## src/rtl/fpba_pkg.sv

```systemverilog
// shared constants, codes and transfer types for the fit policy block allocator
// no dependencies
`default_nettype none

package fpba_pkg;

   localparam int NUM_BLOCKS = 8;
   localparam int SIZE_BITS  = 16;
   localparam int IDX_BITS   = (NUM_BLOCKS > 1) ? $clog2(NUM_BLOCKS) : 1;
   localparam int CNT_BITS   = $clog2(NUM_BLOCKS + 1);

   localparam int CSR_IDX_BITS  = 2;
   localparam int CSR_DATA_BITS = 4;

   localparam logic [CSR_IDX_BITS-1:0] CSR_FIT_POLICY    = 2'd0;
   localparam logic [CSR_IDX_BITS-1:0] CSR_BLOCKS_IN_USE = 2'd1;

   localparam logic [1:0] POL_FIRST = 2'd0;
   localparam logic [1:0] POL_BEST  = 2'd1;
   localparam logic [1:0] POL_WORST = 2'd2;

   localparam logic [3:0] BLOCKS_IN_USE_RESET = 4'd8;

   localparam logic ACT_LOAD  = 1'b0;
   localparam logic ACT_ALLOC = 1'b1;

   typedef struct packed {
      logic        action;
      logic [2:0]  block_index;
      logic [15:0] size_value;
   } req_type;

   typedef struct packed {
      logic        granted;
      logic [2:0]  chosen_block;
      logic [15:0] remaining_size;
   } rsp_type;

   typedef struct packed {
      logic clear;
      logic step;
      logic update;
   } scan_ctl_type;

endpackage

`default_nettype wire

```

## src/rtl/fpba_table.sv

```systemverilog
// free size table, one entry per block, cleared by reset
// depends on fpba_pkg
`default_nettype none

module fpba_table
   import fpba_pkg::*;
(
   input  wire logic                 clock,
   input  wire logic                 reset,
   input  wire logic                 wr_en,
   input  wire logic [IDX_BITS-1:0]  wr_addr,
   input  wire logic [SIZE_BITS-1:0] wr_data,
   input  wire logic [IDX_BITS-1:0]  rd_addr,
   output logic      [SIZE_BITS-1:0] rd_data
);

   logic [SIZE_BITS-1:0] entry_ff [NUM_BLOCKS];

   always_ff @(posedge clock) begin
      if (reset) begin
         for (int k = 0; k < NUM_BLOCKS; k++) begin
            entry_ff[k] <= '0;
         end
      end else if (wr_en) begin
         entry_ff[wr_addr] <= wr_data;
      end
   end

   assign rd_data = entry_ff[rd_addr];

endmodule

`default_nettype wire

```

## src/rtl/fpba_scan_unit.sv

```systemverilog
// shared subtract and compare unit that tracks the chosen block during a scan
// depends on fpba_pkg
`default_nettype none

module fpba_scan_unit
   import fpba_pkg::*;
(
   input  wire logic                 clock,
   input  wire logic                 reset,
   input  wire scan_ctl_type         ctl,
   input  wire logic [1:0]           policy,
   input  wire logic [SIZE_BITS-1:0] req_size,
   input  wire logic [SIZE_BITS-1:0] rd_data,
   input  wire logic [IDX_BITS-1:0]  rd_index,
   output logic                      found,
   output logic      [IDX_BITS-1:0]  pick,
   output logic      [SIZE_BITS-1:0] remainder
);

   logic                 found_ff;
   logic [IDX_BITS-1:0]  pick_ff;
   logic [SIZE_BITS-1:0] best_ff;
   logic [SIZE_BITS-1:0] oper_a;
   logic [SIZE_BITS:0]   diff;
   logic                 fits;
   logic                 better;
   logic                 take;

   assign oper_a = ctl.update ? best_ff : rd_data;
   assign diff   = {1'b0, oper_a} - {1'b0, req_size};
   assign fits   = ~diff[SIZE_BITS];

   always_comb begin
      case (policy)
         POL_BEST:  better = rd_data < best_ff;
         POL_WORST: better = rd_data > best_ff;
         default:   better = 1'b0;
      endcase
   end

   assign take = ctl.step && fits && (!found_ff || better);

   always_ff @(posedge clock) begin
      if (reset) begin
         found_ff <= 1'b0;
      end else if (ctl.clear) begin
         found_ff <= 1'b0;
      end else if (take) begin
         found_ff <= 1'b1;
      end
   end

   always_ff @(posedge clock) begin
      if (take) begin
         pick_ff <= rd_index;
         best_ff <= rd_data;
      end
   end

   assign found     = found_ff;
   assign pick      = pick_ff;
   assign remainder = diff[SIZE_BITS-1:0];

endmodule

`default_nettype wire

```

## src/rtl/fit_policy_block_allocator.sv

```systemverilog
// top level: sequencer, csr registers and result register of the block allocator
// depends on fpba_pkg, fpba_table and fpba_scan_unit
// load: result strobe in the cycle after the transfer, busy stays low
// allocate: scans S entries, then an update step, busy in both states, result strobe registered after the update,
//   S = min(blocks_in_use, NUM_BLOCKS); one table entry per cycle through one compare unit
// results are shown for one cycle only, the receiver cannot stall
// synchronous reset clears the table, sets first fit and blocks_in_use to 8
`default_nettype none

module fit_policy_block_allocator
   import fpba_pkg::*;
(
   input  wire logic                     clock,
   input  wire logic                     reset,
   input  wire logic                     start,
   output logic                          busy,
   input  wire req_type                  req_data,
   output logic                          rsp_valid,
   output rsp_type                       rsp_data,
   input  wire logic                     csr_valid,
   output logic                          csr_ready,
   input  wire logic [CSR_IDX_BITS-1:0]  csr_index,
   input  wire logic [CSR_DATA_BITS-1:0] csr_data
);

   localparam logic [1:0] ST_IDLE   = 2'd0;
   localparam logic [1:0] ST_SCAN   = 2'd1;
   localparam logic [1:0] ST_UPDATE = 2'd2;

   logic [1:0]           state_ff, state_in;
   logic [IDX_BITS-1:0]  cnt_ff, cnt_in;
   logic [CNT_BITS-1:0]  limit_ff, limit_in;
   logic [SIZE_BITS-1:0] req_size_ff, req_size_in;
   logic [1:0]           fit_policy_ff;
   logic [3:0]           blocks_in_use_ff;
   logic                 rsp_valid_ff, rsp_valid_in;
   rsp_type              rsp_ff, rsp_in;

   scan_ctl_type         ctl;
   logic                 wr_en;
   logic [IDX_BITS-1:0]  wr_addr;
   logic [SIZE_BITS-1:0] wr_data;
   logic [SIZE_BITS-1:0] rd_data;
   logic                 found;
   logic [IDX_BITS-1:0]  pick;
   logic [SIZE_BITS-1:0] remainder;

   logic                 accept;
   logic [SIZE_BITS-1:0] in_size;
   logic                 in_range;
   logic [7:0]           bu_wide;
   logic [7:0]           lim_wide;
   logic [CNT_BITS-1:0]  scan_limit;
   logic                 last_step;

   assign accept     = start && !busy;
   assign in_size    = SIZE_BITS'(req_data.size_value);
   assign in_range   = {5'b0, req_data.block_index} < 8'(NUM_BLOCKS);
   assign bu_wide    = {4'b0, blocks_in_use_ff};
   assign lim_wide   = (bu_wide > 8'(NUM_BLOCKS)) ? 8'(NUM_BLOCKS) : bu_wide;
   assign scan_limit = CNT_BITS'(lim_wide);
   assign last_step  = (CNT_BITS'(cnt_ff) + CNT_BITS'(1)) == limit_ff;

   // csr writes
   assign csr_ready = 1'b1;

   always_ff @(posedge clock) begin
      if (reset) begin
         fit_policy_ff    <= POL_FIRST;
         blocks_in_use_ff <= BLOCKS_IN_USE_RESET;
      end else if (csr_valid && csr_ready) begin
         unique case (csr_index)
            CSR_FIT_POLICY:    fit_policy_ff    <= csr_data[1:0];
            CSR_BLOCKS_IN_USE: blocks_in_use_ff <= csr_data;
            default:           ;
         endcase
      end
   end

   // sequencer
   always_comb begin
      state_in     = state_ff;
      cnt_in       = cnt_ff;
      limit_in     = limit_ff;
      req_size_in  = req_size_ff;
      rsp_valid_in = 1'b0;
      rsp_in       = rsp_ff;
      ctl          = '0;
      wr_en        = 1'b0;
      wr_addr      = IDX_BITS'(req_data.block_index);
      wr_data      = in_size;
      unique case (state_ff)
         ST_IDLE: begin
            if (accept) begin
               if (req_data.action == ACT_LOAD) begin
                  wr_en        = in_range;
                  rsp_valid_in = 1'b1;
                  rsp_in.granted        = 1'b0;
                  rsp_in.chosen_block   = req_data.block_index;
                  rsp_in.remaining_size = in_range ? 16'(in_size) : 16'd0;
               end else begin
                  ctl.clear   = 1'b1;
                  req_size_in = in_size;
                  limit_in    = scan_limit;
                  cnt_in      = '0;
                  state_in    = (scan_limit == '0) ? ST_UPDATE : ST_SCAN;
               end
            end
         end
         ST_SCAN: begin
            ctl.step = 1'b1;
            if (last_step) begin
               state_in = ST_UPDATE;
            end else begin
               cnt_in = cnt_ff + IDX_BITS'(1);
            end
         end
         ST_UPDATE: begin
            ctl.update   = 1'b1;
            rsp_valid_in = 1'b1;
            wr_addr      = pick;
            wr_data      = remainder;
            wr_en        = found;
            if (found) begin
               rsp_in.granted        = 1'b1;
               rsp_in.chosen_block   = 3'(pick);
               rsp_in.remaining_size = 16'(remainder);
            end else begin
               rsp_in = '0;
            end
            state_in = ST_IDLE;
         end
         default: begin
            state_in = ST_IDLE;
         end
      endcase
   end

   always_ff @(posedge clock) begin
      if (reset) begin
         state_ff     <= ST_IDLE;
         rsp_valid_ff <= 1'b0;
      end else begin
         state_ff     <= state_in;
         rsp_valid_ff <= rsp_valid_in;
      end
   end

   always_ff @(posedge clock) begin
      cnt_ff      <= cnt_in;
      limit_ff    <= limit_in;
      req_size_ff <= req_size_in;
      rsp_ff      <= rsp_in;
   end

   fpba_table u_table (
      .clock   (clock),
      .reset   (reset),
      .wr_en   (wr_en),
      .wr_addr (wr_addr),
      .wr_data (wr_data),
      .rd_addr (cnt_ff),
      .rd_data (rd_data)
   );

   fpba_scan_unit u_scan (
      .clock     (clock),
      .reset     (reset),
      .ctl       (ctl),
      .policy    (fit_policy_ff),
      .req_size  (req_size_ff),
      .rd_data   (rd_data),
      .rd_index  (cnt_ff),
      .found     (found),
      .pick      (pick),
      .remainder (remainder)
   );

   assign busy      = state_ff != ST_IDLE;
   assign rsp_valid = rsp_valid_ff;
   assign rsp_data  = rsp_ff;

   a_no_rsp_in_scan: assert property (@(posedge clock) disable iff (reset)
      state_ff == ST_SCAN |-> !rsp_valid)
      else $error("result strobe during scan");

   a_alloc_goes_busy: assert property (@(posedge clock) disable iff (reset)
      accept && req_data.action == ACT_ALLOC |=> busy)
      else $error("allocate transfer did not start a scan");

   a_load_result: assert property (@(posedge clock) disable iff (reset)
      accept && req_data.action == ACT_LOAD |=> rsp_valid && !rsp_data.granted)
      else $error("load transfer gave no load result");

   a_grant_after_update: assert property (@(posedge clock) disable iff (reset)
      rsp_valid && rsp_data.granted |-> $past(state_ff == ST_UPDATE))
      else $error("grant without an update step");

   a_cnt_in_range: assert property (@(posedge clock) disable iff (reset)
      state_ff == ST_SCAN |-> CNT_BITS'(cnt_ff) < limit_ff)
      else $error("scan index beyond scan limit");

endmodule

`default_nettype wire

```

## config.mk

```make
export PLATFORM = sky130hd
export DESIGN_NAME = fit_policy_block_allocator
export DESIGN_NICKNAME = d
export VERILOG_FILES = /design/src/rtl/fpba_pkg.sv /design/src/rtl/fpba_table.sv /design/src/rtl/fpba_scan_unit.sv /design/src/rtl/fit_policy_block_allocator.sv
export SDC_FILE = /design/constraint.sdc
export NUM_CORES = 1
export LEC_CHECK = 0
export ABC_AREA = 1
export BUFFER_PORTS_ARGS = -buffer_cell sky130_fd_sc_hd__buf_2
export CAP_MARGIN = 10
export CORE_ASPECT_RATIO = 1.2
export CORE_MARGIN = 2
export CORE_UTILIZATION = 43
export CTS_CLUSTER_DIAMETER = 100
export DETAILED_ROUTE_END_ITERATION = 12
export GPL_TIMING_DRIVEN = 0
export PLACE_DENSITY_LB_ADDON = 0.15
export SYNTH_ARGS = -nofsm -noshare
export SYNTH_HDL_FRONTEND = slang
export SYNTH_SLANG_ARGS = --single-unit
export TNS_END_PERCENT = 30
```

## constraint.sdc

```tcl
create_clock -name clock -period 5.3 [get_ports clock]
set_input_delay 0.265 -clock clock [delete_from_list [all_inputs] [get_ports clock]]
set_output_delay 0.265 -clock clock [all_outputs]
set_load 0.02 [all_outputs]
```

==> results.yml, run 1 <==
worst_setup_path:
  reg2reg_depth: 19
  cp-start-kind: "flip-flop"
  crit_path_end_kind: "flip-flop"
  rrSetupSlack_ns: 0.47
  worstPathArrival_ns: 5.05
  required_ns: 5.52
  reg2reg_to: "u_scan.best_ff[15]"
  setup.worst_path.class: "flip-flop to flip-flop"
  crit_fanout: 11
  crit_end: "u_scan.best_ff[15]"
cells_and_area:
  instances_no_fill: 1490
  register_area_um2: 5970
  n_antenna_cell: 0
  utilization: 0.499
  final_cell_mix: "nand2_1, edfxtp_1, nor2_1"
  multi_input_area_um2: 3720
  final_common_cell: "nand2_1"
  areaGrowthSynthToFinish_pct: 15.2
  n_fill_cell: 2295
  num-nets-final: 1223
  fin_area_um2: 11800
  drive_gt1_frac: 0.113
sta:
  finalHoldViolCount: 0
  setup_ws_ns: 0.472
  fin_crit_ns: 4.83
  rsz0062_at_grt: "no"
  setup_violations: 0
  tightest_slew_ns: 0.935
  fmax_mhz: 207
  final_max_slew_viol_count: 0
  fin_crit_sh: 0.911
  fin_hold_ws_ns: 0.0231
  fin_tns_setup_ns: 0
  skew_ns: 0.0229
  relSlewSlack: 0.370
floorplanning:
  rows: 62
  coreArea_um2: 23700
  ios: 53
  die_w_um: 145
  die_h_um: 173
  initial_utilization: 0.433
  die-area_um2: 25200
power_and_ir_drop:
  p_sw_mw: 1.42
  p_int_mw: 3.03
  power_density_nw_per_um2: 375
  ir_worst_vdd_mv: 0.151
  p_comb_frac: 0.239
  finalPower_mw: 4.44
  power_leakage_nw: 4.99
  pwr-share-clk: 0.337
  seq_power_share: 0.424
  p_sw_frac: 0.319
placement:
  io_buffers: 51
  postPlaceCellArea_um2: 11000
  gp_congestion: 0.881
  dp_slack_ns: 0.307
  dpl.cell_count: 1436
  dp_hpwl_mm: 21.5
synth:
  synth_simple_gate_area_frac: 0.189
  synth_area_leader_cell: "edfxtp_1"
  synth_compound_area_frac: 0.120
  synth_top_family_by_area: "simple AND/OR/NAND/NOR gates"
  synth_seq_cells: 203
  syn_nets: 1129
  synthTopCellsByArea: "edfxtp_1, nand2_1, nor2_1"
  syn-cell-area_um2: 10300
  synth.distinct_cells: 39
  synth_adder_area_share: 0.0446
  synthXorXnorAreaFrac: 0.00767
  synth_top_area_share: 0.555
  seq_area_frac_synth: 0.580
  synth_ff_type: "edfxtp_1"
  synth_mux_area_frac: 0
  async_reset_ff_frac: 0
  synth_cells: 1063
  synth.avg_cell_area_um2: 9.67
  synth_enable_flop_cells: 190
  yosysWarningCount: 0
outcome:
  status: "finished clean"
cts:
  clk_latency_ns: 0.52
  clkTransAtPathRegs_ns: 0.06
  cts_inserted_buffers: 22
  post-cts-setup-buffer-count: 0
  cts_max_level: 1
  clockBufferDepth: 3
  cts_sinks: 203
  cts_tree: "yes"
  ctsRootBufferMaster: "clkbuf_16"
run:
  maxCapViolCount: 0
detailed_routing:
  drtIter0Drc: 718
  drc: 0
  wirelength_mm: 30.1
  wl_per_cell_um: 20.2
  num_vias: 8065
  dr.pass1.iters: 5
  drtAntennaViolNets: 0
  vias_per_cell: 5.41
global_route:
  track_usage: 0.238
  grt_max_degree: 21
  grt_pass1_wl_mm: 45.9
  overflow: 0
  grt_pass1_vias: 7968
  antenna_found_initial: 0
min_path:
  min_path_type: "input pin to flip-flop"
  hp-start: "csr_data[3]"
[layer usage]
| layer | share of wire | wire length (um) | global-route usage | vias up |
|---|---|---|---|---|
| li1 | - | - | - | 3843 |
| met1 | 0.42 | 12500 | 0.308 | 3905 |
| met2 | 0.49 | 14800 | 0.420 | 258 |
| met3 | 0.056 | 1690 | 0.0266 | 59 |
| met4 | 0.035 | 1050 | 0.0801 | 0 |
| met5 | 0 | 0 | 0 | - |
[final cells by class]
type                       count  share of cell area
buffer                        42              0.0198
clock buffer                  26              0.0478
clock inverter                11             0.00983
inverter                      97              0.0310
multi-input combinational    721               0.314
sequential                   203               0.504
tap                          320              0.0338
timing repair buffer          70              0.0395
[state kept, by name, summed over array words and instances (netlist names), named ones only]
| signal | cells |
|---|---|
| u_scan.best_ff | 16 |
| fit_policy_ff | 2 |
| limit_ff | 4 |
| u_scan.pick | 3 |
| u_scan.found | 1 |
| state_ff | 2 |
| cnt_ff | 3 |
| req_size_ff | 16 |
| u_table.entry_ff | 128 |
| blocks_in_use_ff | 4 |
| rsp_valid | 1 |
| rsp_data | 20 |
[logic make-up (layout without fill, tap and decap cells)]
family	count (synthesis)	after routing
AOI/OAI and AO/OA	216	216
xor gates and xnor gates	9	9
adders and majority gates	36	36
buffers and inverters	139	246
DFF	203	203
other	1	1
and+or+nand+nor	459	459
[power groups by stage]
stage | combinational, mW | clock (mW) | sequential [mW]
6_report | 1.06 | 1.50 | 1.88
5_1_grt | 1.18 | 1.56 | 1.89
4_1_cts | 1.05 | 1.51 | 1.88
3_5_place_dp | 1.04 | 0 | 1.92
3_3_place_gp | 1.03 | 0 | 1.92
2_1_floorplan | 0.689 | 0 | 1.93
[synth_stat cells, types with 4 or more instances]
cell type	n
a21oi_1	102
buf_6	9
clkbuf_1	26
dfxtp_1	13
edfxtp_1	190
ha_1	35
inv_1	89
inv_2	6
nand2_1	213
nand2_4	7
nand3_1	36
nand3b_1	4
nand4_1	4
nor2_1	180
o21ai_0	72
o32ai_1	28
xor2_1	6
[worst max-delay path, stage by stage (launching register included)]
cell and delay, ns:
dfxtp_1 0.34, buf_2 0.26, clkbuf_1 0.53, nor2_1 0.11
o221ai_1 0.21, o21ai_0 0.39, nand2_1 0.14, o21ai_0 0.11
ha_1 0.24, inv_1 0.10, fa_1 0.25, nand3_1 0.09
nand2_1 0.13, nand2_1 0.06, nand2_1 0.11, nand2_1 0.10
o21ai_0 0.44, nand2_1 0.16, a21oi_2 0.52, buf_8 0.24
[worst min path at each step]
| stage | to | slack (ns) | cells after the start |
|---|---|---|---|
| 3_5_place_dp | req_size_ff[0] | 0.46 | 1 |
| 3_3_place_gp | req_size_ff[0] | 0.46 | 1 |
| 6_report | blocks_in_use_ff[3] | 0.02 | 3 |
| 5_1_grt | blocks_in_use_ff[3] | 0.02 | 3 |
| 4_1_cts | blocks_in_use_ff[3] | 0.007 | 3 |
| 2_1_floorplan | state_ff[0] | 0.33 | 1 |
[timing repair]
item / in CTS / in global routing
hold endpoints to repair: 18 / 0
setup endpoints to repair: 0 / 11
hold buffers: 17 / 0
resized for setup: 0 / 2
Power figures use the tool's default switching activity.
==> run 2, diff against run 1 <==
==> constraint.sdc (replaced) <==
create_clock -name clock -period 5.3 [get_ports clock]
set_input_delay 0 -clock clock [delete_from_list [all_inputs] [get_ports clock]]
set_output_delay 0 -clock clock [all_outputs]
set_load 0.1 [all_outputs]
==> results.yml, run 2 (synthesis results as in run 1) <==
sta:
  finalHoldViolCount: 0
  skew_ns: 0.0216
  fmax_mhz: 204
  setup_ws_ns: 0.409
  fin_crit_ns: 4.89
  fin_crit_sh: 0.923
  relSlewSlack: 0.349
  fin_tns_setup_ns: 0
  final_max_slew_viol_count: 0
  rsz0062_at_grt: "no"
  tightest_slew_ns: 0.966
  setup_violations: 0
placement:
  gp_congestion: 0.881
  dpl.cell_count: 1436
  io_buffers: 51
  dp_slack_ns: 0.307
  dp_hpwl_mm: 21.5
worst_setup_path:
  setup.worst_path.class: "flip-flop to flip-flop"
  cp-start-kind: "flip-flop"
  worstPathArrival_ns: 5.11
  crit_path_end_kind: "flip-flop"
  crit_fanout: 11
  required_ns: 5.52
cells_and_area:
  drive_gt1_frac: 0.111
  largest_register_ffs: 128
  final_common_cell: "nand2_1"
  areaGrowthSynthToFinish_pct: 17.1
  instances_no_fill: 1510
  n_antenna_cell: 0
  n_fill_cell: 2267
  final_cell_mix: "nand2_1, edfxtp_1, nor2_1"
  num-nets-final: 1243
  regMostFlops: "u_table.entry_ff"
cts:
  clockBufferDepth: 3
  cts_tree: "yes"
  clk_latency_ns: 0.52
  cts_inserted_buffers: 22
  ctsRootBufferMaster: "clkbuf_16"
  cts_sinks: 203
  clkTransAtPathRegs_ns: 0.06
  cts_max_level: 1
global_route:
  grt_max_degree: 21
  grt_pass1_vias: 8093
  overflow: 0
  grt_pass1_wl_mm: 46.5
  antenna_found_initial: 0
  track_usage: 0.242
detailed_routing:
  num_vias: 8145
  vias_per_cell: 5.39
  drc: 0
  drtIter0Drc: 746
  drtAntennaViolNets: 0
  wl_per_cell_um: 20.1
  wirelength_mm: 30.4
  dr.pass1.iters: 5
power_and_ir_drop:
  power_density_nw_per_um2: 377
  power_leakage_nw: 5.08
  p_comb_frac: 0.256
  seq_power_share: 0.415
  p_sw_frac: 0.331
  p_int_mw: 3.04
  pwr-share-clk: 0.329
  p_sw_mw: 1.50
  ir_worst_vdd_mv: 0.152
floorplanning:
  die_w_um: 145
  rows: 62
  ios: 53
  coreArea_um2: 23700
  die-area_um2: 25200
  initial_utilization: 0.433
  die_h_um: 173
outcome:
  status: "finished clean"
run:
  maxCapViolCount: 0
min_path:
  min_path_type: "input pin to flip-flop"
run 2: worst max-delay path, cell delays in order (launching register included):
cell	delay [ns]
dfxtp_1	0.33
buf_2	0.26
clkbuf_1	0.53
nor2_1	0.11
o221ai_1	0.23
o21ai_0	0.41
nand2_1	0.15
o21ai_0	0.11
ha_1	0.24
inv_1	0.10
fa_1	0.25
nand3_1	0.09
nand2_1	0.13
nand2_1	0.06
nand2_1	0.11
nand2_1	0.10
o21ai_0	0.47
nand2_1	0.17
a21oi_2	0.52
buf_8	0.24
run 2: power by group through the flow:
stage          clock network [mW]  logic, mW  registers, mW
6_report                     1.49       1.16           1.88
5_1_grt                      1.56       1.28           1.89
4_1_cts                      1.51       1.15           1.88
3_5_place_dp                    0       1.12           1.92
3_3_place_gp                    0       1.11           1.92
2_1_floorplan                   0      0.698           2.00
run 2: timing repair:
| item | 4_1_cts | 5_1_grt |
|---|---|---|
| setup endpoints to repair | 0 | 11 |
| buffers inserted | 0 | 0 |
| endpoints found under the hold margin | 35 | 0 |
| resized for setup | 0 | 2 |
| hold buffers | 37 | 0 |
run 2: path summary, 6_finish.rpt:
kind                            cells past startpoint                  end  slack [ns]                 from
worst max-delay path                               19   u_scan.best_ff[15]        0.41            flip-flop
worst min-delay path                                2      req_size_ff[12]        0.21         req_data[12]
worst max register to register                     19   u_scan.best_ff[15]        0.41            flip-flop
worst min register to register                      2  blocks_in_use_ff[0]        0.48  blocks_in_use_ff[0]
run 2: cell type report:
cell class                      count  area, um2  area share
Multi-Input combinational cell    721       3720       0.309
Inverter                           97        367      0.0305
Clock buffer                       26        566      0.0470
Timing Repair Buffer               90        668      0.0555
Buffer                             42        234      0.0194
Clock inverter                     11        116     0.00967
Sequential cell                   203       5970       0.496
Tap cell                          320        400      0.0333
run 2: per-stage QoR:
stage / total power [mW] / instance area, um2 / utilization / hold WS [ns]
6_report: 4.54 / 12000 / 0.507 / 0.214
4_1_cts: 4.54 / 12000 / 0.507 / 0.208
2_1_floorplan: 2.70 / 10300 / - / 0.0691
5_1_grt: 4.73 / 12000 / 0.507 / 0.213
3_3_place_gp: 3.03 / 10900 / 0.461 / 0.194
3_5_place_dp: 3.04 / 11000 / 0.463 / 0.200
run 2: per-layer routing:
layer  wire [um]  GRT usage
met4        1160     0.0817
met2       15000      0.425
met5           0          0
met1       12400      0.312
met3        1850     0.0268
